`config.mk`:
```
export PLATFORM = sky130hd
export DESIGN_NAME = pc_sample_region_profiler
export DESIGN_NICKNAME = d
export VERILOG_FILES = /design/src/hdl/psrp_pkg.sv /design/src/hdl/pc_sample_region_profiler.sv /design/src/hdl/psrp_cnt_store.sv
export SDC_FILE = /design/constraint.sdc
export NUM_CORES = 2
export LEC_CHECK = 0
export BUFFER_PORTS_ARGS = -buffer_cell sky130_fd_sc_hd__buf_2
export CORE_ASPECT_RATIO = 0.9
export CORE_MARGIN = 1
export CORE_UTILIZATION = 45
export CTS_CLUSTER_DIAMETER = 120
export DETAILED_ROUTE_END_ITERATION = 12
export PLACE_DENSITY = 0.68
export SLEW_MARGIN = 20
export SYNTH_ARGS = -nofsm -noshare
export SYNTH_HDL_FRONTEND = slang
export SYNTH_HIERARCHICAL = 1
export SYNTH_SLANG_ARGS = --single-unit
```
`constraint.sdc`:
```
create_clock -name clk -period 6.7 [get_ports clk]
set_clock_uncertainty 0.05 [all_clocks]
set_input_delay 0.67 -clock clk [delete_from_list [all_inputs] [get_ports clk]]
set_output_delay 0.67 -clock clk [all_outputs]
set_load 0.03 [all_outputs]
```
`src/hdl/psrp_pkg.sv`:
```
// Shared definitions for the PC sampling region profiler.
// Holds the item mode codes, the sequencer states and the default region count.
// No dependencies.
package psrp_pkg;

  localparam int NUM_REGIONS_DEF = 32;

  typedef enum logic [1:0] {
    MODE_LOAD   = 2'd0,
    MODE_SAMPLE = 2'd1,
    MODE_READ   = 2'd2,
    MODE_NOP    = 2'd3
  } mode_t;

  typedef enum logic [1:0] {
    ST_IDLE,
    ST_SCAN,
    ST_CNT
  } state_t;

endpackage

```
`src/hdl/pc_sample_region_profiler.sv`:
```
// PC sampling profiler with a per-region hit histogram.
// An in-range load or read goes through ST_CNT; an enabled sample scans the regions from
// slot 0 up (one bounds RAM read per region) to the first hit; other items answer at once.
// Throughput: one item at a time; the next item is taken in the cycle its predecessor's
// result is shown. Results cannot be stalled. Synchronous active-low reset clears the
// totals, the enable, the loaded flags and all hit counters at once (no clearing pass).
module pc_sample_region_profiler #(
  parameter int NUM_REGIONS = psrp_pkg::NUM_REGIONS_DEF
) (
  input  logic        clk,
  input  logic        rst_n,
  input  logic        cfg_we,
  input  logic        cfg_wdata,
  input  logic        start,
  output logic        busy,
  input  logic [1:0]  in_mode,
  input  logic [4:0]  in_region_index,
  input  logic [31:0] in_range_start,
  input  logic [31:0] in_range_end,
  input  logic [31:0] in_pc,
  output logic        out_valid,
  output logic        out_region_hit,
  output logic [4:0]  out_hit_index,
  output logic [31:0] out_region_count,
  output logic [31:0] out_sample_total,
  output logic [31:0] out_lost_total,
  output logic [31:0] out_last_lost_address
);

  import psrp_pkg::*;

  localparam int IW = (NUM_REGIONS > 1) ? $clog2(NUM_REGIONS) : 1;

  state_t state_r, state_nxt;

  logic                   cfg_en_r;
  logic [31:0]            pc_r, pc_nxt;
  logic [IW-1:0]          cmp_idx_r, cmp_idx_nxt;
  logic                   inc_r, inc_nxt;
  logic [31:0]            samples_r, samples_nxt;
  logic [31:0]            lost_r, lost_nxt;
  logic [31:0]            last_lost_r, last_lost_nxt;

  logic                   out_valid_r, out_valid_nxt;
  logic                   out_hit_r, out_hit_nxt;
  logic [4:0]             out_idx_r, out_idx_nxt;
  logic [31:0]            out_cnt_r, out_cnt_nxt;

  logic [63:0]            bnd_mem [NUM_REGIONS];
  logic [63:0]            bnd_rd_r;
  logic [NUM_REGIONS-1:0] loaded_r;
  logic                   bnd_we;
  logic [IW-1:0]          bnd_raddr;

  logic [IW-1:0]          cnt_raddr;
  logic                   cnt_we;
  logic [31:0]            cnt_wdata;
  logic [31:0]            cnt_rdata;
  logic [IW-1:0]          cnt_addr_q;

  logic                   accept;
  logic                   idx_ok;
  logic [IW+4:0]          idx_wide;
  logic [IW-1:0]          idx_addr;
  logic [IW+4:0]          q_wide;
  logic                   cmp_hit;
  logic                   cmp_last;
  logic [31:0]            cnt_inc;

  assign accept   = start && (state_r == ST_IDLE);
  assign busy     = (state_r != ST_IDLE);
  assign idx_ok   = int'(in_region_index) < NUM_REGIONS;
  assign idx_wide = (IW + 5)'(in_region_index);
  assign idx_addr = idx_ok ? idx_wide[IW-1:0] : '0;
  assign q_wide   = (IW + 5)'(cnt_addr_q);
  assign cmp_hit  = loaded_r[cmp_idx_r] && (pc_r >= bnd_rd_r[31:0]) &&
                    (pc_r <= bnd_rd_r[63:32]);
  assign cmp_last = (cmp_idx_r == IW'(NUM_REGIONS - 1));
  assign cnt_inc  = cnt_rdata + 32'd1;

  psrp_cnt_store #(
    .NUM_REGIONS(NUM_REGIONS)
  ) u_cnt_store (
    .clk      (clk),
    .rst_n    (rst_n),
    .rd_addr  (cnt_raddr),
    .wr_en    (cnt_we),
    .wr_data  (cnt_wdata),
    .rd_data  (cnt_rdata),
    .rd_addr_q(cnt_addr_q)
  );

  // next state
  always_comb begin
    state_nxt = state_r;
    case (state_r)
      ST_IDLE: begin
        if (start) begin
          case (mode_t'(in_mode))
            MODE_LOAD, MODE_READ: begin
              if (idx_ok) state_nxt = ST_CNT;
            end
            MODE_SAMPLE: begin
              if (cfg_en_r) state_nxt = ST_SCAN;
            end
            default: state_nxt = ST_IDLE;
          endcase
        end
      end
      ST_SCAN: begin
        if (cmp_hit) begin
          state_nxt = ST_CNT;
        end else if (cmp_last) begin
          state_nxt = ST_IDLE;
        end
      end
      ST_CNT:  state_nxt = ST_IDLE;
      default: state_nxt = ST_IDLE;
    endcase
  end

  // datapath and memory controls
  always_comb begin
    pc_nxt        = pc_r;
    cmp_idx_nxt   = cmp_idx_r;
    inc_nxt       = inc_r;
    samples_nxt   = samples_r;
    lost_nxt      = lost_r;
    last_lost_nxt = last_lost_r;
    out_valid_nxt = 1'b0;
    out_hit_nxt   = 1'b0;
    out_idx_nxt   = 5'd0;
    out_cnt_nxt   = 32'd0;
    bnd_we        = 1'b0;
    bnd_raddr     = '0;
    cnt_raddr     = '0;
    cnt_we        = 1'b0;
    cnt_wdata     = cnt_inc;
    case (state_r)
      ST_IDLE: begin
        cmp_idx_nxt = '0;
        cnt_raddr   = idx_addr;
        if (accept) begin
          pc_nxt = in_pc;
          case (mode_t'(in_mode))
            MODE_LOAD, MODE_READ: begin
              bnd_we  = idx_ok && (mode_t'(in_mode) == MODE_LOAD);
              inc_nxt = 1'b0;
              // slot out of range: answer at once with a zero count
              if (!idx_ok) begin
                out_valid_nxt = 1'b1;
                out_idx_nxt   = in_region_index;
              end
            end
            MODE_SAMPLE: begin
              inc_nxt = 1'b1;
              if (cfg_en_r) begin
                samples_nxt = samples_r + 32'd1;
              end else begin
                out_valid_nxt = 1'b1;
              end
            end
            default: out_valid_nxt = 1'b1;
          endcase
        end
      end
      ST_SCAN: begin
        cnt_raddr   = cmp_idx_r;
        bnd_raddr   = cmp_last ? '0 : cmp_idx_r + IW'(1);
        cmp_idx_nxt = cmp_idx_r + IW'(1);
        if (!cmp_hit && cmp_last) begin
          lost_nxt      = lost_r + 32'd1;
          last_lost_nxt = pc_r;
          out_valid_nxt = 1'b1;
        end
      end
      ST_CNT: begin
        out_valid_nxt = 1'b1;
        out_idx_nxt   = q_wide[4:0];
        if (inc_r) begin
          cnt_we      = 1'b1;
          out_hit_nxt = 1'b1;
          out_cnt_nxt = cnt_inc;
        end else begin
          out_cnt_nxt = cnt_rdata;
        end
      end
      default: begin
      end
    endcase
  end

  // bounds RAM: {end, start} per region
  always_ff @(posedge clk) begin
    if (bnd_we) begin
      bnd_mem[idx_addr] <= {in_range_end, in_range_start};
    end
    bnd_rd_r <= bnd_mem[bnd_raddr];
  end

  always_ff @(posedge clk) begin
    if (!rst_n) begin
      state_r     <= ST_IDLE;
      cfg_en_r    <= 1'b0;
      loaded_r    <= '0;
      samples_r   <= 32'd0;
      lost_r      <= 32'd0;
      last_lost_r <= 32'd0;
      out_valid_r <= 1'b0;
    end else begin
      state_r     <= state_nxt;
      samples_r   <= samples_nxt;
      lost_r      <= lost_nxt;
      last_lost_r <= last_lost_nxt;
      out_valid_r <= out_valid_nxt;
      if (cfg_we) begin
        cfg_en_r <= cfg_wdata;
      end
      if (bnd_we) begin
        loaded_r[idx_addr] <= 1'b1;
      end
    end
  end

  always_ff @(posedge clk) begin
    pc_r      <= pc_nxt;
    cmp_idx_r <= cmp_idx_nxt;
    inc_r     <= inc_nxt;
    out_hit_r <= out_hit_nxt;
    out_idx_r <= out_idx_nxt;
    out_cnt_r <= out_cnt_nxt;
  end

  assign out_valid             = out_valid_r;
  assign out_region_hit        = out_hit_r;
  assign out_hit_index         = out_idx_r;
  assign out_region_count      = out_cnt_r;
  // totals only move again after the next item is taken, so show them live
  assign out_sample_total      = samples_r;
  assign out_lost_total        = lost_r;
  assign out_last_lost_address = last_lost_r;

endmodule

```
`src/hdl/psrp_cnt_store.sv`:
```
// Hit counter store: one synchronous RAM of 32-bit counters plus one valid bit
// per entry, so reset clears every counter at once. Depends on nothing else.
module psrp_cnt_store #(
  parameter int NUM_REGIONS = 32
) (
  input  logic                                         clk,
  input  logic                                         rst_n,
  input  logic [((NUM_REGIONS > 1) ? $clog2(NUM_REGIONS) : 1)-1:0] rd_addr,
  input  logic                                         wr_en,
  input  logic [31:0]                                  wr_data,
  output logic [31:0]                                  rd_data,
  output logic [((NUM_REGIONS > 1) ? $clog2(NUM_REGIONS) : 1)-1:0] rd_addr_q
);

  localparam int IW = (NUM_REGIONS > 1) ? $clog2(NUM_REGIONS) : 1;

  logic [31:0]            mem [NUM_REGIONS];
  logic [NUM_REGIONS-1:0] vld_r;
  logic [31:0]            rd_r;
  logic                   rd_vld_r;
  logic [IW-1:0]          addr_q_r;
  logic                   fwd;

  // write back goes to the entry read in the previous cycle
  assign fwd = wr_en && (rd_addr == addr_q_r);

  always_ff @(posedge clk) begin
    if (wr_en) begin
      mem[addr_q_r] <= wr_data;
    end
    rd_r     <= fwd ? wr_data : mem[rd_addr];
    addr_q_r <= rd_addr;
  end

  always_ff @(posedge clk) begin
    if (!rst_n) begin
      vld_r    <= '0;
      rd_vld_r <= 1'b0;
    end else begin
      if (wr_en) begin
        vld_r[addr_q_r] <= 1'b1;
      end
      rd_vld_r <= vld_r[rd_addr] | fwd;
    end
  end

  // an entry never written reads as zero
  assign rd_data   = rd_vld_r ? rd_r : 32'd0;
  assign rd_addr_q = addr_q_r;

endmodule

```
==> results_dict.tcl <==
set metrics [dict create \
    drtPass1Iterations 8 \
    fin_crit_sh 0.892 \
    synth_edf_count 3110 \
    core_region_area_mm2 0.286 \
    nFillCells 22000 \
    rsz0062_at_grt "false" \
    clock_path_buffers 4 \
    ys.flop_type "edfxtp_1" \
    cts_tree "done" \
    cpMostUsedCell "and3_1" \
    power_density_mw_per_mm2 293 \
    crit_type "reg -> reg" \
    start_util 0.453 \
    vias_per_cell 6.35 \
    final_cell_mix "edfxtp_1 (3110), mux4_2 (521), nand2_1 (473)" \
    endpoint_kind "flop" \
    clock_latency_ns 0.90 \
    slowest_delay_ns 0.83 \
    grt_pass1_vias 70100 \
    io_pins 244 \
    synth_nets 7218 \
    synth_cells 7041 \
    grt_max_degree 175 \
    cts.sinks 3382 \
    yosys_register_bits 3382 \
    rr_worst_depth 12 \
    htree_levels 5 \
    drv_slew 0 \
    period_minus_slack_ns 5.98 \
    drv_cap 0 \
    startpoint_type "flop" \
    die_x_um 567 \
    die_area_mm2 0.290 \
    tns_ns 0 \
    synth.avg_cell_area_um2 18.4 \
    via_count 72700 \
    leakagePower_nw 46.8 \
    finalHoldViolCount 0 \
    required_ns 7.14 \
    ant_nets 0 \
    drc 0 \
    cts.repair.resized 0 \
    holdPathStages 1 \
    port_buffers 243 \
    synth_top_area_frac 0.722 \
    crit_chain "and3b_2 > a22o_1 > a221oi_2 > a31oi_1 > ha_1 > and3_1 > and3_1 > and3_1 > nor4b_2 > and3_1 > nand2_1 > xnor2_4" \
    grt_use_total 0.237 \
    status "completed" \
    cp.arrival_ns 6.42 \
    hp-class "in -> reg" \
    clk_pin_slew_worst_paths_ns 0.06 \
    nets 7570 \
    synthTopCellsByArea "edfxtp_1 (72%), mux4_2 (9.1%), dfxtp_1 (4.2%)" \
    syn_area_mm2 0.129 \
    peakVddDrop_mv 0.290 \
    max_slew_margin 0.263 \
    worst_slew_pin_slew_ns 1.10 \
    utilization 0.517 \
    postCtsHoldBufs 27 \
    final_common_cell "edfxtp_1" \
    gp_congestion 0.843 \
    max_freq_mhz 167 \
    ys_async_sr_fraction 0 \
    dpl.hpwl_mm 185 \
    cts_buffers 334 \
    wl_mm 350 \
    yosysTopAreaCell "edfxtp_1" \
    cp_slowest_cell "and3b_2" \
    areaGrowthSynthToFinish_pct 14.1 \
    critPathMaxFanout 32 \
    post-cts-setup-buffer-count 0 \
    drt_iter0_drc 9817 \
    die-height_um 511 \
    drive_gt1_frac 0.207 \
    cts_root_buffer "clkbuf_16" \
    setup_violations 0 \
    yosys_warnings 6 \
    grt_pass1_wl_mm 501 \
    synth_cell_types 69 \
    antenna_found_initial 44 \
    ys_seq_area_frac 0.764 \
    grt_overflow 0 \
    wire_per_inst_um 30.6 \
    rows 186 \
]
-- critical path, delay by kind of cell, from the launching register on --
| kind | cells | cell delay [ns] |
|---|---|---|
| simple gates | 7 | 2.96 |
| flops | 1 | 0.73 |
| fa+ha+maj | 1 | 0.37 |
| xor+xnor | 1 | 0.66 |
| compound gates | 3 | 0.77 |
-- synth_stat cells (35+ instances only) --
master	count
a31oi_1	78
a311oi_1	78
mux2i_1	60
buf_2	117
o221ai_1	271
nand3_1	141
nand2_1	475
ha_1	69
inv_1	78
edfxtp_1	3110
a22oi_1	66
o31ai_1	51
o21ai_0	225
xor2_1	58
o211ai_1	37
clkbuf_1	267
a21oi_1	112
dfxtp_1	272
nor2_1	249
mux4_2	521
buf_1	44
o21a_1	35
o22ai_1	209
-- report_power, final --
group	total, W	leakage [nW]	switching [W]	internal, W
sequential	0.0232	30.5	0.0000926	0.0231
combinational	0.00165	11.1	0.00106	0.000582
clock	0.0184	5.21	0.00792	0.0105
-- through the flow --
stage                     cell area, um^2  instances  worst slack (ns)  hold slack, ns  power, W
after floorplan                    129000       7041              1.83           0.374    0.0246
after global placement             136000      10800             0.829           0.388    0.0252
after detailed placement           136000      10800             0.753           0.395    0.0253
after CTS                          147000      11400             0.622         0.00598    0.0435
after global routing               148000      11400             0.404          0.0219    0.0444
final                              148000      11400             0.723          0.0545    0.0433
-- layout make-up --
cell class	instances	area, um^2	area share
Antenna cell	17	42.5	0.000288
Clock buffer	450	9110	0.0617
Clock inverter	156	1600	0.0108
Inverter	79	302	0.00204
Multi-Input combinational cell	3116	29000	0.196
Sequential cell	3382	98800	0.670
Tap cell	3760	4700	0.0319
Timing Repair Buffer	480	4020	0.0272
-- layer usage --
layer,vias up,share of wire,global-route usage
met5,-,0.00046,0
met4,26,0.032,0.0752
met3,649,0.11,0.0458
met2,4304,0.46,0.362
met1,38000,0.40,0.345
li1,29700,-,-
-- cell families (layout without fill, tap and decap cells) --
| kind of cell | count (synthesis) | count (layout) | synth area share |
|---|---|---|---|
| mux | 584 | 584 | 0.0959 |
| buf+inv | 543 | 1165 | 0.0183 |
| fa+ha+maj | 69 | 69 | 0.00667 |
| xor+xnor | 87 | 87 | 0.00589 |
| other cells | 0 | 17 | 0 |
| flops | 3382 | 3382 | 0.764 |
| simple gates | 1073 | 1073 | 0.0372 |
| compound gates | 1303 | 1303 | 0.0719 |
-- sequential cells by signal, indices dropped and copies added, names as in the netlist, 32 cells and up --
register and flops:
bnd_mem 2048, bnd_rd_r 64, loaded_r 32, out_last_lost_address 32, out_lost_total 32, out_region_count 32
out_sample_total 32, pc_r 32, u_cnt_store/mem 1024, u_cnt_store/vld_r 32
-- path summary, 6_finish.rpt --
path | startpoint | endpoint | slack [ns]
worst max-delay path | u_cnt_store/rd_addr_q[4] | u_cnt_store/mem[0][28] | 0.72
worst min register to register | out_last_lost_address[25] | out_last_lost_address[25] | 0.40
worst max register to register | u_cnt_store/rd_addr_q[4] | u_cnt_store/mem[0][28] | 0.72
worst min-delay path | in_pc[4] | pc_r[4] | 0.05
Power figures use the tool's default switching activity.
